**config.mk**
```make
export PLATFORM = sky130hd
export DESIGN_NAME = srecord_line_validator_core
export DESIGN_NICKNAME = d
export VERILOG_FILES = /design/src/srlv_pkg.sv /design/src/srlv_front.sv /design/src/srlv_queue.sv /design/src/srlv_back.sv /design/src/srecord_line_validator_core.sv
export SDC_FILE = /design/constraint.sdc
export NUM_CORES = 1
export LEC_CHECK = 0
export BUFFER_PORTS_ARGS = -buffer_cell sky130_fd_sc_hd__buf_4
export CAP_MARGIN = 20
export CORE_ASPECT_RATIO = 0.5
export CORE_MARGIN = 2
export CORE_UTILIZATION = 55
export DETAILED_ROUTE_END_ITERATION = 16
export HOLD_SLACK_MARGIN = 0.15
export MAX_ROUTING_LAYER = met4
export PLACE_DENSITY = 0.77
export RECOVER_POWER = 100
export SYNTH_ARGS = -nofsm -noshare
export SYNTH_HDL_FRONTEND = slang
export SYNTH_HIERARCHICAL = 1
export SYNTH_SLANG_ARGS = --single-unit
```
**constraint.sdc**
```tcl
create_clock -name i_clk -period 3.5 [get_ports i_clk]
set_input_delay 0.7 -clock i_clk [delete_from_list [all_inputs] [get_ports i_clk]]
set_output_delay 0.7 -clock i_clk [all_outputs]
set_load 0.02 [all_outputs]
```
**src/srlv_pkg.sv**
```systemverilog
// types, codes and helpers for the s-record line validator
package srlv_pkg;

    localparam int COUNTER_WIDTH_DEF = 16;
    localparam int QUEUE_DEPTH       = 2;

    localparam logic [7:0] CHAR_S     = 8'h53;
    localparam logic [7:0] CHAR_0     = 8'h30;
    localparam logic [7:0] CHAR_9     = 8'h39;
    localparam logic [7:0] CHAR_UP_A  = 8'h41;
    localparam logic [7:0] CHAR_UP_F  = 8'h46;
    localparam logic [7:0] CHAR_LO_A  = 8'h61;
    localparam logic [7:0] CHAR_LO_F  = 8'h66;

    localparam logic [2:0] ST_OK          = 3'd0;
    localparam logic [2:0] ST_CHECKSUM    = 3'd1;
    localparam logic [2:0] ST_HEADER_LATE = 3'd2;
    localparam logic [2:0] ST_DATA_MISPL  = 3'd3;
    localparam logic [2:0] ST_BAD_TYPE    = 3'd4;
    localparam logic [2:0] ST_NOT_S       = 3'd5;
    localparam logic [2:0] ST_HALTED      = 3'd6;

    localparam logic [3:0] KIND_HEADER = 4'd0;
    localparam logic [3:0] KIND_S1     = 4'd1;
    localparam logic [3:0] KIND_S2     = 4'd2;
    localparam logic [3:0] KIND_DATA   = 4'd3;
    localparam logic [3:0] KIND_S5     = 4'd5;
    localparam logic [3:0] KIND_END    = 4'd7;
    localparam logic [3:0] KIND_S8     = 4'd8;
    localparam logic [3:0] KIND_S9     = 4'd9;

    typedef struct packed {
        logic [7:0] text_char;
        logic       line_end;
    } t_in_item;

    typedef struct packed {
        logic [2:0]  line_status;
        logic [3:0]  record_kind;
        logic [15:0] line_number;
        logic [15:0] data_record_total;
        logic        end_misplaced;
    } t_out_item;

    // summary of one finished line, passed from front to back
    typedef struct packed {
        logic       starts_with_s;
        logic       sum_ok;
        logic [3:0] type_nibble;
    } t_line_info;

    function automatic logic [3:0] hex_value(input logic [7:0] c);
        logic [7:0] d;
        d = 8'd0;
        if (c >= CHAR_0 && c <= CHAR_9) begin
            d = c - CHAR_0;
        end else if (c >= CHAR_UP_A && c <= CHAR_UP_F) begin
            d = c - CHAR_UP_A + 8'd10;
        end else if (c >= CHAR_LO_A && c <= CHAR_LO_F) begin
            d = c - CHAR_LO_A + 8'd10;
        end
        return d[3:0];
    endfunction

endpackage

```
**src/srlv_front.sv**
```systemverilog
// character front end: hex pairing, count tracking and checksum sum per line
module srlv_front (
    input  logic                  i_clk,
    input  logic                  i_rst_n,
    input  logic                  i_valid,
    input  srlv_pkg::t_in_item    i_item,
    input  logic                  i_q_full,
    output logic                  o_stall,
    output logic                  o_push,
    output srlv_pkg::t_line_info  o_info
);

    logic [7:0] r_idx, n_idx;
    logic [3:0] r_upper, n_upper;
    logic [3:0] r_type, n_type;
    logic [7:0] r_count, n_count;
    logic [7:0] r_taken, n_taken;
    logic [7:0] r_sum, n_sum;
    logic [7:0] r_last, n_last;
    logic       r_sws, n_sws;

    logic [3:0] hex;
    logic [7:0] byte_val;
    logic [7:0] k;
    logic       take;
    logic       line_done;

    assign o_stall = i_valid && i_item.line_end && i_q_full;
    assign o_push  = line_done;

    assign o_info.starts_with_s = r_sws;
    assign o_info.type_nibble   = r_type;
    assign o_info.sum_ok        = (r_idx >= 8'd4) && (r_count != 8'd0)
                                  && (r_taken == r_count) && (~r_sum == r_last);

    always_comb begin
        n_idx     = r_idx;
        n_upper   = r_upper;
        n_type    = r_type;
        n_count   = r_count;
        n_taken   = r_taken;
        n_sum     = r_sum;
        n_last    = r_last;
        n_sws     = r_sws;
        hex       = srlv_pkg::hex_value(i_item.text_char);
        byte_val  = {r_upper, hex};
        k         = r_taken + 8'd1;
        take      = i_valid && !i_item.line_end;
        line_done = i_valid && i_item.line_end && !i_q_full;

        if (take && r_idx != 8'hFF) begin
            if (r_idx == 8'd0) begin
                n_sws = (i_item.text_char == srlv_pkg::CHAR_S);
            end else if (r_idx == 8'd1) begin
                n_type = hex;
            end else if (!r_idx[0]) begin
                n_upper = hex;
            end else if (r_idx == 8'd3) begin
                n_count = byte_val;
                n_sum   = byte_val;
                n_taken = 8'd0;
            end else if (r_taken < r_count) begin
                // the count-th byte is the checksum, the rest go into the sum
                if (k < r_count) begin
                    n_sum = r_sum + byte_val;
                end else begin
                    n_last = byte_val;
                end
                n_taken = k;
            end
            n_idx = r_idx + 8'd1;
        end

        if (line_done) begin
            n_idx   = 8'd0;
            n_upper = 4'd0;
            n_type  = 4'd0;
            n_count = 8'd0;
            n_taken = 8'd0;
            n_sum   = 8'd0;
            n_last  = 8'd0;
            n_sws   = 1'b0;
        end
    end

    always_ff @(posedge i_clk) begin
        if (!i_rst_n) begin
            r_idx   <= 8'd0;
            r_upper <= 4'd0;
            r_type  <= 4'd0;
            r_count <= 8'd0;
            r_taken <= 8'd0;
            r_sum   <= 8'd0;
            r_last  <= 8'd0;
            r_sws   <= 1'b0;
        end else begin
            r_idx   <= n_idx;
            r_upper <= n_upper;
            r_type  <= n_type;
            r_count <= n_count;
            r_taken <= n_taken;
            r_sum   <= n_sum;
            r_last  <= n_last;
            r_sws   <= n_sws;
        end
    end

endmodule

```
**src/srlv_queue.sv**
```systemverilog
// small fifo of finished-line summaries between front and back
module srlv_queue (
    input  logic                  i_clk,
    input  logic                  i_rst_n,
    input  logic                  i_push,
    input  srlv_pkg::t_line_info  i_info,
    input  logic                  i_pop,
    output logic                  o_valid,
    output logic                  o_full,
    output srlv_pkg::t_line_info  o_info
);

    localparam int Depth = srlv_pkg::QUEUE_DEPTH;
    localparam int PtrW  = (Depth > 1) ? $clog2(Depth) : 1;
    localparam int CntW  = $clog2(Depth + 1);

    srlv_pkg::t_line_info r_mem [Depth];
    logic [PtrW-1:0] r_wr, n_wr;
    logic [PtrW-1:0] r_rd, n_rd;
    logic [CntW-1:0] r_cnt, n_cnt;
    logic            do_push;
    logic            do_pop;

    assign o_valid = (r_cnt != '0);
    assign o_full  = (r_cnt == CntW'(Depth));
    assign o_info  = r_mem[r_rd];
    assign do_push = i_push && !o_full;
    assign do_pop  = i_pop && o_valid;

    always_comb begin
        n_wr  = r_wr;
        n_rd  = r_rd;
        n_cnt = r_cnt;
        if (do_push) begin
            n_wr = (r_wr == PtrW'(Depth - 1)) ? '0 : r_wr + PtrW'(1);
        end
        if (do_pop) begin
            n_rd = (r_rd == PtrW'(Depth - 1)) ? '0 : r_rd + PtrW'(1);
        end
        if (do_push && !do_pop) begin
            n_cnt = r_cnt + CntW'(1);
        end else if (do_pop && !do_push) begin
            n_cnt = r_cnt - CntW'(1);
        end
    end

    always_ff @(posedge i_clk) begin
        if (do_push) begin
            r_mem[r_wr] <= i_info;
        end
    end

    always_ff @(posedge i_clk) begin
        if (!i_rst_n) begin
            r_wr  <= '0;
            r_rd  <= '0;
            r_cnt <= '0;
        end else begin
            r_wr  <= n_wr;
            r_rd  <= n_rd;
            r_cnt <= n_cnt;
        end
    end

endmodule

```
**src/srlv_back.sv**
```systemverilog
// back end: record order checks, counters, halt flag and result register
module srlv_back #(
    parameter int COUNTER_WIDTH = srlv_pkg::COUNTER_WIDTH_DEF
) (
    input  logic                  i_clk,
    input  logic                  i_rst_n,
    input  logic                  i_q_valid,
    input  srlv_pkg::t_line_info  i_info,
    output logic                  o_pop,
    output logic                  o_valid,
    input  logic                  i_stall,
    output srlv_pkg::t_out_item   o_item
);

    logic                     r_header, n_header;
    logic                     r_data, n_data;
    logic                     r_end, n_end;
    logic                     r_halted, n_halted;
    logic [COUNTER_WIDTH-1:0] r_data_cnt, n_data_cnt;
    logic [COUNTER_WIDTH-1:0] r_line_cnt, n_line_cnt;
    logic                     r_valid;
    srlv_pkg::t_out_item      r_item, n_item;

    logic [2:0]               type_fail;
    logic [2:0]               status;
    logic                     misplaced;
    logic [COUNTER_WIDTH+15:0] line_ext;
    logic [COUNTER_WIDTH+15:0] data_ext;

    assign o_pop   = i_q_valid && (!r_valid || !i_stall);
    assign o_valid = r_valid;
    assign o_item  = r_item;

    always_comb begin
        n_header   = r_header;
        n_data     = r_data;
        n_end      = r_end;
        n_halted   = r_halted;
        n_data_cnt = r_data_cnt;
        n_line_cnt = (r_line_cnt != '1) ? r_line_cnt + COUNTER_WIDTH'(1) : r_line_cnt;
        type_fail  = srlv_pkg::ST_OK;
        status     = srlv_pkg::ST_OK;
        misplaced  = 1'b0;

        if (r_halted) begin
            status = srlv_pkg::ST_HALTED;
        end else if (!i_info.starts_with_s) begin
            status = srlv_pkg::ST_NOT_S;
        end else begin
            unique case (i_info.type_nibble) inside
                srlv_pkg::KIND_HEADER: begin
                    if (r_data || r_end) type_fail = srlv_pkg::ST_HEADER_LATE;
                    n_header = 1'b1;
                end
                srlv_pkg::KIND_DATA: begin
                    if (!r_header || r_end) type_fail = srlv_pkg::ST_DATA_MISPL;
                    n_data = 1'b1;
                    if (r_data_cnt != '1) n_data_cnt = r_data_cnt + COUNTER_WIDTH'(1);
                end
                srlv_pkg::KIND_END: begin
                    misplaced = !r_header || r_end;
                    n_end     = 1'b1;
                end
                srlv_pkg::KIND_S1, srlv_pkg::KIND_S2, srlv_pkg::KIND_S5,
                srlv_pkg::KIND_S8, srlv_pkg::KIND_S9: begin
                end
                default: begin
                    type_fail = srlv_pkg::ST_BAD_TYPE;
                end
            endcase
            status = i_info.sum_ok ? type_fail : srlv_pkg::ST_CHECKSUM;
        end
        if (status != srlv_pkg::ST_OK) n_halted = 1'b1;

        // saturate the counters to the 16-bit result fields
        line_ext = {16'd0, n_line_cnt};
        data_ext = {16'd0, n_data_cnt};

        n_item.line_status       = status;
        n_item.record_kind       = i_info.type_nibble;
        n_item.line_number       = (|line_ext[COUNTER_WIDTH+15:16]) ? 16'hFFFF
                                                                     : line_ext[15:0];
        n_item.data_record_total = (|data_ext[COUNTER_WIDTH+15:16]) ? 16'hFFFF
                                                                     : data_ext[15:0];
        n_item.end_misplaced     = misplaced;
    end

    always_ff @(posedge i_clk) begin
        if (o_pop) begin
            r_item <= n_item;
        end
    end

    always_ff @(posedge i_clk) begin
        if (!i_rst_n) begin
            r_header   <= 1'b0;
            r_data     <= 1'b0;
            r_end      <= 1'b0;
            r_halted   <= 1'b0;
            r_data_cnt <= '0;
            r_line_cnt <= '0;
            r_valid    <= 1'b0;
        end else begin
            if (o_pop) begin
                r_header   <= n_header;
                r_data     <= n_data;
                r_end      <= n_end;
                r_halted   <= n_halted;
                r_data_cnt <= n_data_cnt;
                r_line_cnt <= n_line_cnt;
                r_valid    <= 1'b1;
            end else if (!i_stall) begin
                r_valid <= 1'b0;
            end
        end
    end

endmodule

```
**src/srecord_line_validator_core.sv**
```systemverilog
// S-record line validator, top level
// Input channel: one text character per transaction (i_in.text_char); a
// transaction with i_in.line_end set closes the current line and its
// character is ignored. Output channel: one status transaction per line,
// carrying status, record type, line number, S3 total and the S7 order flag.
// Characters are taken one per cycle with no stall. A line end is stalled
// only while the two-entry line queue between the character front end and
// the record back end is full, which happens only when the receiver stalls.
// The summary of a line is written into the line queue at the edge accepting
// its line-end transaction; the back end then pops it into the output register.
// While the receiver does not stall, the back end retires one line per cycle, so
// lines as short as a single line-end transaction also stream at one per cycle.
// A stalled result holds in the output register while the front end keeps
// taking characters and up to two finished lines wait in the queue.
// Reset (synchronous, active low) clears line state, order flags, the halt
// flag and both counters, and empties queue and output register. After the
// first failing line every later line reports halted.
module srecord_line_validator_core #(
    parameter int COUNTER_WIDTH = srlv_pkg::COUNTER_WIDTH_DEF
) (
    input  logic                 i_clk,
    input  logic                 i_rst_n,
    input  logic                 i_in_valid,
    output logic                 o_in_stall,
    input  srlv_pkg::t_in_item   i_in,
    output logic                 o_out_valid,
    input  logic                 i_out_stall,
    output srlv_pkg::t_out_item  o_out
);

    logic                 push;
    logic                 pop;
    logic                 q_valid;
    logic                 q_full;
    srlv_pkg::t_line_info front_info;
    srlv_pkg::t_line_info q_info;

    srlv_front u_front (
        .i_clk    (i_clk),
        .i_rst_n  (i_rst_n),
        .i_valid  (i_in_valid),
        .i_item   (i_in),
        .i_q_full (q_full),
        .o_stall  (o_in_stall),
        .o_push   (push),
        .o_info   (front_info)
    );

    srlv_queue u_queue (
        .i_clk   (i_clk),
        .i_rst_n (i_rst_n),
        .i_push  (push),
        .i_info  (front_info),
        .i_pop   (pop),
        .o_valid (q_valid),
        .o_full  (q_full),
        .o_info  (q_info)
    );

    srlv_back #(
        .COUNTER_WIDTH (COUNTER_WIDTH)
    ) u_back (
        .i_clk     (i_clk),
        .i_rst_n   (i_rst_n),
        .i_q_valid (q_valid),
        .i_info    (q_info),
        .o_pop     (pop),
        .o_valid   (o_out_valid),
        .i_stall   (i_out_stall),
        .o_item    (o_out)
    );

endmodule

```
==> results <==
- During I/O placement, the number of pins put on the boundary was 55.
- The number of global-route vias before repair is 5739.
- The share of the core filled with cells in the final layout is 62.2%.
- The finished layout cell area is 8460 sq um.
- The signed area change from the synthesized netlist to the final layout is 10.4%.
- In this design, the largest share of critical-path delay is due to compound AO/OA/AOI/OAI gates.
- The total number of H-tree levels is 4.
- The total cell area at the placement stage is 8180 sq um.
- The total power is 4870 uW.
- The share of Yosys cell area claimed by the top area cell type is 23.8%.
- The fraction of final layout cells with drive strength greater than 1 is 9.08%.
- The area of the die is 14900 sq um.
- The wire length on met1 is 7.56 mm.
- The count of buffers added by post-CTS timing repair for setup is 0.
- The tool flagged a number of max-cap violations equal to 1.
- The count of final max-slew check failures was 0.
- For the pin with the worst max-slew slack, the measured transition is 1.46 ns.
- The final reports fail on max-capacitance violations.
- The x dimension of the die is 171 um.
- The critical path buffer and inverter count is 3.
- In the post-synthesis netlist, the biggest area contributors are dfxtp_1, edfxtp_1, ha_1, mux2i_1, a21oi_1.
- CTS saw 143 sinks.
- In this run the standard cell core region covers 13600 sq um.
- The number of remaining DRC errors is 0.
- In this run, synthesis produced a sequential element count of 143.
- The detailed router finished its first iteration with 459 violations.
- The number of gates resized after CTS was 0.
- The clock latency at the later pin of the worst-skew pair is 0.42 ns.
- The number of endpoints failing setup at the final stage is 0.
- The library cell with the largest summed area after synthesis is dfxtp_1.
- After synthesis, the mean cell area works out to 9.85 sq um.
- The number of different library cells in the post-synthesis netlist is 84.
- The height of the die is 87.5 um.
- Global routing finished with a remaining overflow of 0.
- The count of endpoints failing hold in the final timing report is 0.
- Counting the buffers created by CTS gives 17.
- Entering global routing, the biggest net connects 51 pins.
- The number of cells on the worst reg-to-reg path is 8.
- In the routed layout, each cell is associated on average with a via count of 5.86.
- Summed over all nets, wire length on met2 after detailed routing comes to 7.54 mm.
- The number of nets handed over by synthesis was 825.
- The instance count along the most critical hold path is 0.
- The critical path arrival is 3.53 ns.
- The class of the most critical setup path is input port to register.
- For this run, the slowest stage of the critical path takes 0.36 ns.
- The clock root buffer is clkbuf_16.
- Detailed placement finished with a half-perimeter wire length of 10.8 mm.
- The effective utilization at floorplan is 56.4%.
- The diode insertion count for antenna repair is 0.
- Detailed routing inserted a total of 6035 vias.
- Static timing analysis puts the maximum clock frequency at 0.310 GHz.
- The initial antenna violation count is 0.
- In this run the static leakage power is 0.00323 uW.
- The highest layer touched by signal routing is met4.
- The total met3 wirelength after detailed routing is 652 um.
- The number of hold buffers added after CTS was 0.
- Adding up every negative setup slack in the final design gives 0 ns.
- In this run the power density over the cells is 576 nW/um^2.
- Once detail routing completed, the nets flagged for antenna violations numbered 0.
- The final cycle utilization of the critical path is 92.3%.
- After clock tree synthesis, the clock-pin slew on the worst setup and hold paths is 0.06 ns.
- The routed design has 15.9 mm of wire.
- The worst-case IR drop observed on VDD is 331 uV.
- The number of search-and-repair iterations in the first detailed-routing pass is 5.
- The number of flops mapped to enable cells by yosys is 52.
- The setup slack of the most critical reg-to-reg path is 0.33 ns.
- Setup repair after global routing left no endpoint under its margin.
- The flow ran to the end, but the final reports show violations.
- The final hold slack is 0.464 ns.
- The startpoint kind of the worst setup timing path is an input port.
- The cell at the slowest stage of the critical path is a211oi_1.
- Buffers placed on the I/O ports in this run total 54.
- For this run, the number of Yosys warnings is 6.
- The worst-case clock buffer depth is 2.
- The worst setup path is captured at a register.
- The top fanout value on the critical path is 5.
- The number of placement rows is 30.
- The global-route wire length before repair is 27.0 mm.
- TritonCTS built the clock tree.
- The routed length per instance is 15.5 um.
- Counting flops with an async set or reset pin after synthesis yields a share of 0%.
- The path type of the worst min-delay path is register to register.
- The global router's overall resource usage is 23.3%.
- The final net count is 871.
- The critical path runs through a total of 15 cells.
- The worst slew margin relative to its limit is 2.09%.
- The minimum clock period is 3.23 ns.
- After technology mapping, the gate count stands at 778.
- The most used flip-flop cell after synthesis is dfxtp_1.
- The last weighted congestion value of the routability-driven placer is 0.916.
- The required time at the endpoint of the critical path is 3.80 ns.
- Clock skew on the completed layout was measured at 0.0135 ns.
- The signal on the critical path passes through clkbuf_2, inv_1, ha_1, o21bai_1, a211oi_1, clkbuf_4, a31oi_1, o21ai_1, ha_1, and3_1, a22oi_1, a21oi_1, mux2i_1, a31oi_1, a311o_1.
- The synthesized netlist occupies a cell area of 7660 sq um.
- The fraction of the yosys area taken by sequential cells is 44.2%.
-- Yosys cell counts, types with 3 or more instances --
master / instances
a211oi_1: 11
a21o_1: 4
a21oi_1: 55
a311oi_1: 3
a31oi_1: 7
a41oi_1: 3
and2_1: 7
and3_1: 12
and4_1: 5
buf_2: 12
buf_6: 6
clkbuf_1: 15
dfxtp_1: 91
edfxtp_1: 52
ha_1: 33
inv_1: 21
inv_2: 4
mux2_2: 8
mux2i_1: 31
nand2_1: 47
nand2b_1: 8
nand3_1: 24
nand4_1: 16
nand4_2: 3
nor2_1: 66
nor2b_1: 7
nor3_1: 23
nor4_1: 6
nor4b_1: 3
o211ai_1: 3
o21a_1: 6
o21ai_0: 30
o21ai_1: 4
o21bai_1: 3
o31ai_1: 17
or2_2: 5
or3_1: 5
or4_1: 23
xnor2_1: 17
xor2_1: 28
-- layout by cell type, fill, tap and decap left out, drive strengths merged, types with 4 or more instances in the layout --
cell     n
nand2b   8
or2      8
mux2     8
clkbuf  66
nand3   25
and4     5
mux2i   31
a31oi    9
nand4   20
xor2    28
nand2   47
edfxtp  52
o31ai   17
o21ai   35
nor4b    4
and3    13
nor2    68
xnor2   17
ha      33
a21o     5
dfxtp   91
o21a     6
nor3    25
and2     7
or3      5
clkinv   5
a211oi  12
nor2b    7
nor4    10
buf     16
inv     31
a21oi   56
or4     24
-- through the flow --
| stage | std cells | setup slack [ns] |
|---|---|---|
| 6_report | 1029 | 0.270 |
| 5_1_grt | 1029 | 0.0787 |
| 4_1_cts | 1029 | 0.374 |
| 3_5_place_dp | 997 | -0.0298 |
| 3_3_place_gp | 997 | 0.110 |
| 2_1_floorplan | 778 | 0.257 |
-- state kept, by name, indices dropped and copies added, names as in the netlist, 8 cells and up, named ones only --
register,count
u_front/r_last,8
u_front/r_sum,8
u_back/r_line_cnt,16
u_back/o_item,40
u_front/r_count,8
u_front/r_taken,8
u_queue/r_mem,12
u_back/r_data_cnt,16
u_front/r_idx,8
-- worst paths after layout --
kind                                                     start                         endpoint
worst max-delay path                                   i_in[1]    u_front/r_sum[7]$_SDFFE_PP0P_
worst min-delay path            u_front/r_type[2]$_SDFFE_PP0P_    u_queue/r_mem[1][2]$_DFFE_PP_
worst max register to register   u_front/r_idx[0]$_SDFFE_PP0P_  u_front/r_count[2]$_SDFFE_PP0P_
worst min register to register  u_front/r_type[2]$_SDFFE_PP0P_    u_queue/r_mem[1][2]$_DFFE_PP_
-- layer usage --
| layer | vias to the layer above | GRT usage, % |
|---|---|---|
| met5 | - | - |
| met4 | 0 | 6.78 |
| met3 | 19 | 4.95 |
| met2 | 131 | 38.4 |
| met1 | 2891 | 29.2 |
| li1 | 2994 | - |
-- cells by family after synthesis --
family | Yosys count | share of synthesized area [%]
simple gates | 282 | 21.0
fa+ha+maj | 34 | 5.65
buf+inv | 62 | 3.94
mux | 39 | 5.23
flops | 143 | 44.2
xor+xnor | 45 | 5.15
compound gates | 173 | 14.9
-- worst register-to-register path: cells and delay by family, from the launching register on --
kind	cells	cell delay (ns)
buf+inv	1	0.12
fa+ha+maj	1	0.26
mux	1	0.27
simple gates	4	1.69
flops	1	0.45
compound gates	1	0.25
-- layout make-up --
cell class | count | area (sq um)
Fill cell | 1173 | 5130
Tap cell | 192 | 240
Clock buffer | 18 | 429
Multi-Input combinational cell | 573 | 3890
Timing Repair Buffer | 64 | 309
Inverter | 25 | 93.8
Sequential cell | 143 | 3380
Clock inverter | 14 | 105
-- where the power goes --
group	total, uW	switching, uW	internal [uW]
logic	1050	779	268
clock network	1650	732	915
registers	2180	101	2080
total	4870	1610	3260
No activity file was read; power rests on OpenSTA's default activity.
